===== config.mk =====
export PLATFORM = sky130hd
export DESIGN_NAME = html_to_text_filter
export DESIGN_NICKNAME = d
export VERILOG_FILES = /design/src/rtl/htf_pkg.sv /design/src/rtl/htf_front.sv /design/src/rtl/htf_queue.sv /design/src/rtl/htf_back.sv /design/src/rtl/html_to_text_filter.sv
export SDC_FILE = /design/constraint.sdc
export NUM_CORES = 1
export LEC_CHECK = 0
export ABC_AREA = 0
export BUFFER_PORTS_ARGS = -buffer_cell sky130_fd_sc_hd__buf_2
export CELL_PAD_IN_SITES_DETAIL_PLACEMENT = 1
export CELL_PAD_IN_SITES_GLOBAL_PLACEMENT = 1
export CORE_ASPECT_RATIO = 0.8
export CORE_MARGIN = 4
export CORE_UTILIZATION = 45
export DETAILED_ROUTE_END_ITERATION = 8
export PLACE_DENSITY_LB_ADDON = 0.05
export SETUP_SLACK_MARGIN = 0.1
export SLEW_MARGIN = 20
export SYNTH_ARGS = -nofsm -noshare
export SYNTH_HDL_FRONTEND = slang
export SYNTH_SLANG_ARGS = --single-unit

===== constraint.sdc =====
create_clock -name clk -period 10.95 [get_ports clk]
set_clock_uncertainty 0.2 [all_clocks]
set_input_delay 0.5475 -clock clk [delete_from_list [all_inputs] [get_ports clk]]
set_output_delay 0.5475 -clock clk [all_outputs]
set_load 0.01 [all_outputs]

===== src/rtl/htf_pkg.sv =====
package htf_pkg;

	localparam int NUM_TAGS = 20;
	localparam int NUM_ENTS = 41;
	localparam int PAT_MAX = 13;

	localparam logic [2:0] FLAG_NONE       = 3'd0;
	localparam logic [2:0] FLAG_STYLE_ON   = 3'd1;
	localparam logic [2:0] FLAG_STYLE_OFF  = 3'd2;
	localparam logic [2:0] FLAG_PRE_ON     = 3'd3;
	localparam logic [2:0] FLAG_PRE_OFF    = 3'd4;
	localparam logic [2:0] FLAG_SCRIPT_ON  = 3'd5;
	localparam logic [2:0] FLAG_SCRIPT_OFF = 3'd6;

	typedef logic [PAT_MAX*8-1:0] pat_t;

	typedef struct packed {
		pat_t pat;
		logic [3:0] len;
		logic [7:0] rep;
		logic [2:0] flag;
	} tag_rule_t;

	typedef struct packed {
		pat_t pat;
		logic [3:0] len;
		logic [1:0] rlen;
		logic [23:0] rep;
	} ent_rule_t;

	// A pending output record: up to three bytes from one decision.
	typedef struct packed {
		logic [1:0] cnt;
		logic [23:0] bytes;
		logic last;
		logic doc_end;
	} emit_t;

	// Patterns are stored with the first character in the low byte.
	function automatic pat_t mk(input string s);
		pat_t p;
		p = '0;
		for (int i = 0; i < s.len(); i++) begin
			p[i*8 +: 8] = s[i];
		end
		return p;
	endfunction

	function automatic tag_rule_t tag_rule(input int i);
		tag_rule_t r;
		r = '0;
		case (i)
			0: r = '{mk("<P>"), 4'd3, 8'h0a, FLAG_NONE};
			1: r = '{mk("</P>"), 4'd4, 8'h0a, FLAG_NONE};
			2: r = '{mk("<HR>"), 4'd4, 8'h0a, FLAG_NONE};
			3: r = '{mk("<CENTER>"), 4'd8, 8'h0a, FLAG_NONE};
			4: r = '{mk("</CENTER>"), 4'd9, 8'h0a, FLAG_NONE};
			5: r = '{mk("</TITLE>"), 4'd8, 8'h0a, FLAG_NONE};
			6: r = '{mk("<STYLE"), 4'd6, 8'h00, FLAG_STYLE_ON};
			7: r = '{mk("</STYLE>"), 4'd8, 8'h00, FLAG_STYLE_OFF};
			8: r = '{mk("<PRE>"), 4'd5, 8'h00, FLAG_PRE_ON};
			9: r = '{mk("</PRE>"), 4'd6, 8'h00, FLAG_PRE_OFF};
			10: r = '{mk("<SCRIPT"), 4'd7, 8'h00, FLAG_SCRIPT_ON};
			11: r = '{mk("</SCRIPT>"), 4'd9, 8'h00, FLAG_SCRIPT_OFF};
			12: r = '{mk("<BLOCKQUOTE>"), 4'd12, 8'h22, FLAG_NONE};
			13: r = '{mk("</BLOCKQUOTE>"), 4'd13, 8'h22, FLAG_NONE};
			14: r = '{mk("<BR>"), 4'd4, 8'h0a, FLAG_NONE};
			15: r = '{mk("</BR>"), 4'd5, 8'h0a, FLAG_NONE};
			16: r = '{mk("<CITE>"), 4'd6, 8'h22, FLAG_NONE};
			17: r = '{mk("</CITE>"), 4'd7, 8'h22, FLAG_NONE};
			18: r = '{mk("<TD>"), 4'd4, 8'h09, FLAG_NONE};
			19: r = '{mk("</TD>"), 4'd5, 8'h09, FLAG_NONE};
			default: r = '0;
		endcase
		return r;
	endfunction

	function automatic ent_rule_t ent_q(input string s, input int n);
		ent_rule_t r;
		r = '0;
		r.pat = mk(s);
		r.len = 4'(n);
		r.rlen = 2'd1;
		r.rep = 24'h00003f;
		return r;
	endfunction

	function automatic ent_rule_t ent_rule(input int i);
		ent_rule_t r;
		r = '0;
		case (i)
			0: r = '{mk("&lt;"), 4'd4, 2'd1, 24'h00003c};
			1: r = '{mk("&gt;"), 4'd4, 2'd1, 24'h00003e};
			2: r = '{mk("&amp;"), 4'd5, 2'd1, 24'h000026};
			3: r = '{mk("&quot;"), 4'd6, 2'd1, 24'h000022};
			4: r = ent_q("&aacute;", 8);
			5: r = ent_q("&agrave;", 8);
			6: r = ent_q("&acirc;", 7);
			7: r = ent_q("&atilde;", 8);
			8: r = ent_q("&aring;", 7);
			9: r = ent_q("&auml;", 6);
			10: r = ent_q("&aelig;", 7);
			11: r = ent_q("&ccedil;", 8);
			12: r = ent_q("&eacute;", 8);
			13: r = ent_q("&egrave;", 8);
			14: r = ent_q("&ecirc;", 7);
			15: r = ent_q("&euml;", 6);
			16: r = ent_q("&iacute;", 8);
			17: r = ent_q("&igrave;", 8);
			18: r = ent_q("&icirc;", 7);
			19: r = ent_q("&iuml;", 6);
			20: r = ent_q("&eth;", 5);
			21: r = ent_q("&ntilde;", 8);
			22: r = ent_q("&oacute;", 8);
			23: r = ent_q("&ograve;", 8);
			24: r = ent_q("&ocirc;", 7);
			25: r = ent_q("&otilde;", 8);
			26: r = ent_q("&ouml;", 6);
			27: r = '{mk("&oslash;"), 4'd8, 2'd1, 24'h000030};
			28: r = ent_q("&uacute;", 8);
			29: r = ent_q("&ugrave;", 8);
			30: r = ent_q("&ucirc;", 7);
			31: r = ent_q("&uuml;", 6);
			32: r = '{mk("&yacute;"), 4'd8, 2'd1, 24'h000059};
			33: r = ent_q("&thorn;", 7);
			34: r = ent_q("&szlig;", 7);
			35: r = ent_q("&yuml;", 6);
			36: r = '{mk("&reg;"), 4'd5, 2'd3, 24'h297228};
			37: r = '{mk("&copy;"), 4'd6, 2'd3, 24'h296328};
			38: r = '{mk("&trade;"), 4'd7, 2'd2, 24'h006d74};
			39: r = '{mk("&nbsp;"), 4'd6, 2'd1, 24'h000020};
			40: r = '{mk("&middot;"), 4'd8, 2'd2, 24'h00a4a1};
			default: r = '0;
		endcase
		return r;
	endfunction

	function automatic logic [7:0] fold(input logic [7:0] c);
		return (c >= 8'h61 && c <= 8'h7a) ? c - 8'd32 : c;
	endfunction

endpackage


===== src/rtl/htf_front.sv =====
module htf_front #(
	parameter int LOOKAHEAD = 16,
	parameter int MAX_DIGITS = 8
) (
	input  logic clk,
	input  logic arst_n,
	input  logic in_valid,
	output logic in_stall,
	input  logic [7:0] in_byte,
	input  logic in_last,
	output logic q_push,
	output htf_pkg::emit_t q_data,
	input  logic q_full
);
	import htf_pkg::*;

	localparam int FW = $clog2(LOOKAHEAD + 1);
	localparam int IW = $clog2(LOOKAHEAD);
	localparam int SW = 4;

	logic [7:0] win_q [LOOKAHEAD];
	logic [FW-1:0] fill_q;
	logic [SW-1:0] skip_q;
	logic tag_q, script_q, style_q, pre_q;
	logic drain_q;
	emit_t hold_q;
	logic hold_v_q;

	logic [LOOKAHEAD*8-1:0] wflat;
	logic decide, accept, dec_in, dec_dr, flush;
	logic [FW-1:0] fill_eff;
	emit_t rec;
	logic [SW-1:0] skip_n;
	logic tag_n, script_n, style_n, pre_n;
	logic [7:0] val;
	logic dig_go, dig_nz;
	int cnt;
	logic [7:0] b0, b1, dg;

	// The byte arriving on a decision cycle takes the last window slot.
	always_comb begin
		for (int i = 0; i < LOOKAHEAD; i++) begin
			wflat[i*8 +: 8] = (dec_in && i == LOOKAHEAD - 1) ? in_byte : win_q[i];
		end
	end

	assign in_stall = drain_q;
	assign accept = in_valid && !drain_q;
	// A decision happens when a byte fills the window, or on a drain cycle while bytes remain.
	assign dec_in = accept && !in_last && fill_q == FW'(LOOKAHEAD - 1);
	assign dec_dr = drain_q && fill_q != '0;
	assign flush = drain_q && fill_q == '0;
	assign decide = dec_in || dec_dr;
	assign fill_eff = dec_in ? FW'(LOOKAHEAD) : fill_q;
	assign b0 = wflat[7:0];
	assign b1 = wflat[15:8];

	always_comb begin
		tag_rule_t tr;
		ent_rule_t er;
		logic done, ok, hit;
		logic [3:0] used;
		tr = '0;
		er = '0;
		ok = 1'b0;
		rec = '0;
		skip_n = skip_q;
		tag_n = tag_q;
		script_n = script_q;
		style_n = style_q;
		pre_n = pre_q;
		done = 1'b0;
		used = 4'd1;
		val = '0;
		cnt = 0;
		dig_go = 1'b1;
		dig_nz = 1'b0;
		hit = 1'b0;
		dg = '0;
		if (skip_q != '0) begin
			skip_n = skip_q - 1'b1;
			done = 1'b1;
			used = 4'd0;
		end else if (!pre_q && (b0 == 8'h20 || b0 == 8'h09 || b0 == 8'h0d || b0 == 8'h0a)) begin
			done = 1'b1;
		end
		if (!done) begin
			for (int t = 0; t < NUM_TAGS; t++) begin
				tr = tag_rule(t);
				ok = !hit && (FW'(tr.len) <= fill_eff);
				for (int k = 0; k < PAT_MAX; k++) begin
					if (k < int'(tr.len) && fold(wflat[k*8 +: 8]) != tr.pat[k*8 +: 8]) begin
						ok = 1'b0;
					end
				end
				if (ok) begin
					hit = 1'b1;
					used = tr.len;
					unique case (tr.flag)
						FLAG_NONE: begin
							rec.cnt = 2'd1;
							rec.bytes = {16'h0, tr.rep};
						end
						FLAG_STYLE_ON: style_n = 1'b1;
						FLAG_STYLE_OFF: style_n = 1'b0;
						FLAG_PRE_ON: pre_n = 1'b1;
						FLAG_PRE_OFF: pre_n = 1'b0;
						FLAG_SCRIPT_ON: script_n = 1'b1;
						default: script_n = 1'b0;
					endcase
				end
			end
			done = hit;
		end
		if (!done) begin
			if (b0 == 8'h3c && fill_eff > FW'(1)) begin
				if ((b1 >= 8'h61 && b1 <= 8'h7a) || (b1 >= 8'h41 && b1 <= 8'h5a) ||
						b1 == 8'h21 || b1 == 8'h2f) begin
					tag_n = 1'b1;
				end
			end
			if (b0 == 8'h3e && tag_n) begin
				tag_n = 1'b0;
				done = 1'b1;
			end
		end
		if (!done && !tag_n) begin
			if (b0 == 8'h26) begin
				for (int e = 0; e < NUM_ENTS; e++) begin
					er = ent_rule(e);
					ok = !hit && (FW'(er.len) <= fill_eff);
					for (int k = 0; k < PAT_MAX; k++) begin
						if (k < int'(er.len) && fold(wflat[k*8 +: 8]) != fold(er.pat[k*8 +: 8])) begin
							ok = 1'b0;
						end
					end
					if (ok) begin
						hit = 1'b1;
						used = er.len;
						rec.cnt = er.rlen;
						rec.bytes = er.rep;
					end
				end
				if (hit) begin
					done = 1'b1;
				end else if (fill_eff > FW'(1) && b1 == 8'h23) begin
					for (int d = 0; d < MAX_DIGITS; d++) begin
						dg = wflat[(d+2)*8 +: 8];
						if (dig_go && (d + 2) < int'(fill_eff) && dg >= 8'h30 && dg <= 8'h39) begin
							val = val * 8'd10 + (dg - 8'h30);
							if (dg != 8'h30) begin
								dig_nz = 1'b1;
							end
							cnt = d + 1;
						end else begin
							dig_go = 1'b0;
						end
					end
					if (cnt > 0 && dig_nz) begin
						rec.cnt = 2'd1;
						rec.bytes = {16'h0, val};
						used = 4'(cnt + 2);
						done = 1'b1;
					end
				end
			end
			if (!done && !script_n && !style_n) begin
				rec.cnt = 2'd1;
				rec.bytes = {16'h0, b0};
			end
		end
		if (used != 4'd0) begin
			skip_n = SW'(used - 4'd1);
		end
		rec.last = !drain_q;
		rec.doc_end = 1'b0;
	end

	// During a drain the newest record is held back so that the closing flags land on it.
	always_comb begin
		q_push = 1'b0;
		q_data = rec;
		if (flush) begin
			q_push = 1'b1;
			if (hold_v_q) begin
				q_data = hold_q;
			end else begin
				q_data = '0;
			end
			q_data.last = 1'b1;
			q_data.doc_end = 1'b1;
		end else if (dec_dr) begin
			q_push = hold_v_q && (rec.cnt != 2'd0);
			q_data = hold_q;
		end else if (dec_in) begin
			q_push = rec.cnt != 2'd0;
		end
	end

	always_ff @(posedge clk or negedge arst_n) begin
		if (!arst_n) begin
			fill_q <= '0;
			skip_q <= '0;
			tag_q <= 1'b0;
			script_q <= 1'b0;
			style_q <= 1'b0;
			pre_q <= 1'b0;
			drain_q <= 1'b0;
			hold_q <= '0;
			hold_v_q <= 1'b0;
		end else if (!q_full) begin
			if (decide) begin
				skip_q <= skip_n;
				tag_q <= tag_n;
				script_q <= script_n;
				style_q <= style_n;
				pre_q <= pre_n;
			end
			if (dec_dr && rec.cnt != 2'd0) begin
				hold_q <= rec;
				hold_v_q <= 1'b1;
			end
			if (accept) begin
				if (!dec_in) begin
					fill_q <= fill_q + 1'b1;
				end
				if (in_last) begin
					drain_q <= 1'b1;
				end
			end else if (dec_dr) begin
				fill_q <= fill_q - 1'b1;
			end else if (flush) begin
				drain_q <= 1'b0;
				skip_q <= '0;
				tag_q <= 1'b0;
				script_q <= 1'b0;
				style_q <= 1'b0;
				pre_q <= 1'b0;
				hold_v_q <= 1'b0;
			end
		end
	end

	always_ff @(posedge clk) begin
		if (!q_full) begin
			if (decide) begin
				for (int i = 0; i < LOOKAHEAD - 1; i++) begin
					win_q[i] <= wflat[(i+1)*8 +: 8];
				end
			end else if (accept) begin
				win_q[fill_q[IW-1:0]] <= in_byte;
			end
		end
	end

endmodule


===== src/rtl/htf_queue.sv =====
module htf_queue #(
	parameter int DEPTH = 4
) (
	input  logic clk,
	input  logic arst_n,
	input  logic push,
	input  htf_pkg::emit_t wdata,
	output logic full,
	output logic empty,
	input  logic pop,
	output htf_pkg::emit_t rdata
);
	import htf_pkg::*;

	localparam int AW = $clog2(DEPTH);

	emit_t mem_q [DEPTH];
	logic [AW-1:0] wp_q, rp_q;
	logic [AW:0] cnt_q;

	assign full = cnt_q == (AW+1)'(DEPTH);
	assign empty = cnt_q == '0;
	assign rdata = mem_q[rp_q];

	always_ff @(posedge clk or negedge arst_n) begin
		if (!arst_n) begin
			wp_q <= '0;
			rp_q <= '0;
			cnt_q <= '0;
		end else begin
			if (push && !full) begin
				wp_q <= wp_q + 1'b1;
			end
			if (pop && !empty) begin
				rp_q <= rp_q + 1'b1;
			end
			cnt_q <= cnt_q + (AW+1)'(push && !full) - (AW+1)'(pop && !empty);
		end
	end

	always_ff @(posedge clk) begin
		if (push && !full) begin
			mem_q[wp_q] <= wdata;
		end
	end

endmodule


===== src/rtl/htf_back.sv =====
module htf_back (
	input  logic clk,
	input  logic arst_n,
	input  logic q_empty,
	input  htf_pkg::emit_t q_data,
	output logic q_pop,
	output logic out_valid,
	input  logic out_stall,
	output logic [7:0] out_byte,
	output logic has_byte,
	output logic run_last,
	output logic doc_end
);
	import htf_pkg::*;

	logic [1:0] idx_q;
	logic fire;
	logic final_b;

	assign out_valid = !q_empty;
	assign fire = out_valid && !out_stall;
	assign final_b = (q_data.cnt == 2'd0) || (idx_q == q_data.cnt - 2'd1);
	assign q_pop = fire && final_b;
	assign has_byte = q_data.cnt != 2'd0;
	assign out_byte = has_byte ? q_data.bytes[idx_q*8 +: 8] : 8'h00;
	assign run_last = final_b && q_data.last;
	assign doc_end = final_b && q_data.doc_end;

	always_ff @(posedge clk or negedge arst_n) begin
		if (!arst_n) begin
			idx_q <= '0;
		end else if (fire) begin
			idx_q <= final_b ? 2'd0 : idx_q + 2'd1;
		end
	end

endmodule


===== src/rtl/html_to_text_filter.sv =====
// Channel | Signals                                 | Direction
// input   | in_valid, in_stall, in_byte, in_last    | into the block
// output  | out_valid, out_stall, out_byte, has_byte, run_last, doc_end | out of the block
// One byte is taken per cycle; the byte that fills the window is decided on in that cycle.
// A last byte starts a drain that decides each pending byte and then closes the document,
// during which input stalls. Input also stalls while the four-entry queue is full.
// Entity results leave one byte per cycle while out_stall is low.
// Reset clears the window fill, skip count and mode flags.
module html_to_text_filter #(
	parameter int LOOKAHEAD = 16,
	parameter int MAX_DIGITS = 8
) (
	input  logic clk,
	input  logic arst_n,
	input  logic in_valid,
	output logic in_stall,
	input  logic [7:0] in_byte,
	input  logic in_last,
	output logic out_valid,
	input  logic out_stall,
	output logic [7:0] out_byte,
	output logic has_byte,
	output logic run_last,
	output logic doc_end
);
	import htf_pkg::*;

	logic push, full, empty, pop, f_stall;
	emit_t wdata, rdata;

	htf_front #(.LOOKAHEAD(LOOKAHEAD), .MAX_DIGITS(MAX_DIGITS)) u_front (
		.clk(clk), .arst_n(arst_n), .in_valid(in_valid), .in_stall(f_stall),
		.in_byte(in_byte), .in_last(in_last), .q_push(push), .q_data(wdata),
		.q_full(full)
	);

	assign in_stall = f_stall || full;

	htf_queue #(.DEPTH(4)) u_queue (
		.clk(clk), .arst_n(arst_n), .push(push), .wdata(wdata), .full(full),
		.empty(empty), .pop(pop), .rdata(rdata)
	);

	htf_back u_back (
		.clk(clk), .arst_n(arst_n), .q_empty(empty), .q_data(rdata), .q_pop(pop),
		.out_valid(out_valid), .out_stall(out_stall), .out_byte(out_byte),
		.has_byte(has_byte), .run_last(run_last), .doc_end(doc_end)
	);

	a_doc_end_last: assert property (@(posedge clk) disable iff (!arst_n)
		out_valid && doc_end |-> run_last) else $error("doc_end without run_last");
	a_bare_marker: assert property (@(posedge clk) disable iff (!arst_n)
		out_valid && !has_byte |-> out_byte == 8'h00) else $error("bare marker carries data");
	a_no_push_full: assert property (@(posedge clk) disable iff (!arst_n)
		full |-> in_stall) else $error("input open while queue full");

endmodule


==> flow_summary.json <==
{
  "status": "finished, violations left",
  "violations": "negative setup slack",
  "drive_gt1_share_pct": 22.5,
  "startpoint": "u_front.fill_q[0]",
  "drt_iter0_drc": 2666,
  "clk_latency_ns": 0.59,
  "regArea_um2": 7180,
  "critPathSlowestCell": "a2111o_1",
  "ys.flop_type": "edfxtp_1",
  "hpwl_um": 79500,
  "hold_class": "in -> reg",
  "cts_tree": "done",
  "antenna_left": 0,
  "num-nets-final": 2593,
  "cp-start-kind": "flop",
  "fill_cells": 5277,
  "async_flop_share_pct": 17.1,
  "grt_antenna_before_repair": 7,
  "cpPeakStageDelay_ns": 0.57,
  "gr-usage-all-layers_pct": 38.5,
  "maxSlewViolCount": 0,
  "clock_sinks": 246,
  "path_common_cell": "ha_4",
  "area_delta_synth_final_pct": 15.5,
  "required_ns": 11.07,
  "ys_ff_latch": 246,
  "clk_pin_slew_ns": 0.07,
  "powerDensity_nw_per_um2": 294,
  "drt_wl_total_um": 104000,
  "drc": 0,
  "worstMarginPinSlew_ns": 1.17,
  "final_cell_mix": "edfxtp_1, nand2_1, buf_4",
  "route.vias.total": 21200,
  "arrival_ns": 11.17,
  "maxCapViolCount": 0,
  "r2r_cells": 55,
  "grt_pass1_wl_um": 146000,
  "timing.rr.end": "u_queue.mem_q[1][9]",
  "hp-start": "out_stall",
  "crit_type": "reg -> reg",
  "fin_crit_sh_pct": 101,
  "post-route-min-period_ns": 11.05,
  "synthCells": 2285,
  "finish.utilization_pct": 52.8,
  "mostFrequentLayoutCell": "edfxtp_1",
  "synth_edf_count": 204,
  "crit_fanout": 4,
  "ios": 26,
  "finalNonFillerCells": 3045,
  "die_w_um": 253,
  "worst_slack_ns": -0.101,
  "rows": 71,
  "grt_overflow": 0,
  "initial_core_util_pct": 45.8,
  "worstSetupEndpointType": "flop",
  "vias_per_cell": 6.95,
  "ys_seq_area_share_pct": 33.2,
  "final_area_um2": 25000,
  "dp.cells": 2976,
  "slew_headroom_pct": 20.9,
  "setup_viol": 5,
  "pre_cts_slack_ns": -0.948,
  "gp_congestion": 1.08,
  "wl_per_cell_um": 34.1,
  "hold_violations": 0,
  "cts-root-buf": "clkbuf_16",
  "rrSetupSlack_ns": -0.10,
  "multiInputGateArea_um2": 14200,
  "rsz0062_at_grt": "yes",
  "yosys_warnings": 0,
  "synth_nets": 2475,
  "leakage_nw": 9.52,
  "synthDistinctLibCells": 107,
  "fmax_ghz": 0.0905,
  "die_h_um": 204,
  "htreeDepth": 1,
  "reg2reg_from": "u_front.fill_q[0]",
  "power.total_w": 0.00734,
  "core_area_um2": 47300,
  "die_area_um2": 51600,
  "avgSynthCellArea_um2": 9.46,
  "grt_pass1_vias": 21000,
  "numPortBuffers": 25,
  "peakVddDrop_mv": 0.189,
  "numCtsBuffers": 25,
  "min_delay_path_depth": 3,
  "clk_path_buf_depth": 3,
  "dpl_cell_area_um2": 23300,
  "hold_end": "u_back.idx_q[0]",
  "netlist_area_um2": 21600,
  "grt_max_degree": 43,
  "firstDrtPassIters": 6
}
worst max-delay path by stage:
stage	end
2_1_floorplan	u_queue.mem_q[0][9]
3_3_place_gp	u_queue.mem_q[2][9]
3_5_place_dp	u_queue.mem_q[1][9]
4_1_cts	u_queue.mem_q[1][9]
5_1_grt	u_queue.mem_q[3][8]
6_report	u_queue.mem_q[1][9]
metal layers:
| metal | wire [um] | up-vias | share of wire, % | track usage [%] |
|---|---|---|---|---|
| li1 | - | 8964 | - | - |
| met1 | 44700 | 10800 | 43 | 54.8 |
| met3 | 12600 | 193 | 12 | 14.4 |
| met2 | 43300 | 1179 | 42 | 55.5 |
| met5 | 41 | - | 0.039 | 0 |
| met4 | 3300 | 6 | 3.2 | 9.57 |
metrics by stage:
stage / setup TNS, ns / hold slack (ns)
global placement: -2.80 / 0.272
finish: -0.413 / 0.0826
CTS: 0 / 0.0616
floorplan: 0 / 0.0519
detailed placement: -7.63 / 0.280
global route: -3.43 / 0.0815
kinds of logic (layout without fill, tap and decap cells):
group                      after synthesis  in the layout  synth area share, %
other                                    0              3                    0
xor gates and xnor gates                79             79                 3.26
DFF                                    246            246                 33.2
muxes                                  168            168                 9.62
adders and majority gates              177            177                 10.8
buffers and inverters                  267            404                 4.76
AOI/OAI and AO/OA                      474            474                 15.6
and+or+nand+nor                        874            874                 22.8
state kept, by name (all words and copies together) (netlist names):
signal            cells
u_queue.mem_q        76
u_queue.wp_q          2
u_front.win_q       128
u_front.pre_q         1
u_front.skip_q        4
u_front.hold_v_q      1
u_queue.cnt_q         3
u_back.idx_q          2
u_front.fill_q        5
u_front.script_q      1
u_queue.rp_q          2
u_front.tag_q         1
u_front.in_stall      1
u_front.hold_q       18
u_front.style_q       1
where the power goes:
part           leakage [nW]  internal (W)  total (W)  switching (W)
Sequential             2.55       0.00154    0.00202       0.000476
Clock                 0.363      0.000447   0.000849       0.000402
Combinational          6.60       0.00171    0.00448        0.00277
Total                  9.52       0.00370    0.00734        0.00365
timing repair:
item,4_1_cts,5_1_grt
endpoints found under the setup margin,10,15
endpoints found under the hold margin,42,0
resized for setup,64,50
hold buffers,1,0
buffers inserted,11,8
pin swaps,57,62
Yosys cell counts (13+ instances only):
master,n,area (um^2)
a211oi_1,22,165
ha_1,161,2010
xor2_1,19,166
mux2i_1,20,200
a2111oi_0,24,210
dfrtp_1,42,1050
nor2_1,114,428
nor3_1,83,415
o21a_1,16,120
xnor2_1,59,517
or3_1,14,87.6
nand3b_1,14,105
nand2_1,189,709
inv_1,156,586
nand3_1,75,375
or2_2,18,113
o211ai_1,24,180
a21o_1,32,240
or4_1,21,158
nor4bb_1,15,150
edfxtp_1,204,6130
a21oi_1,102,510
mux2_2,127,1430
o21ai_0,98,490
mux4_2,19,428
fa_1,16,320
nand4b_1,13,114
nor4_1,57,357
and3_1,26,163
o2111ai_1,19,166
nand2b_1,39,244
nand4_1,56,350
clkbuf_1,94,353
and2_1,25,156
nor2b_1,27,169
critical path: cells and delay by family (launching register included):
kind	cells	cell delay, ns
DFF	1	0.39
adders and majority gates	18	5.18
buffers and inverters	8	0.51
xor gates and xnor gates	6	0.85
AOI/OAI and AO/OA	9	1.76
and+or+nand+nor	12	1.39
muxes	2	0.46
final cells by class:
type	count	area share, %
diodes	3	0.0301
clock buffers	33	2.63
inverters	156	2.35
clock inverters	13	0.411
flip-flops and latches	246	28.7
multi-input cells	1772	56.9
well taps	620	3.11
repair buffers	202	5.85
(Power assumes the default switching activity.)
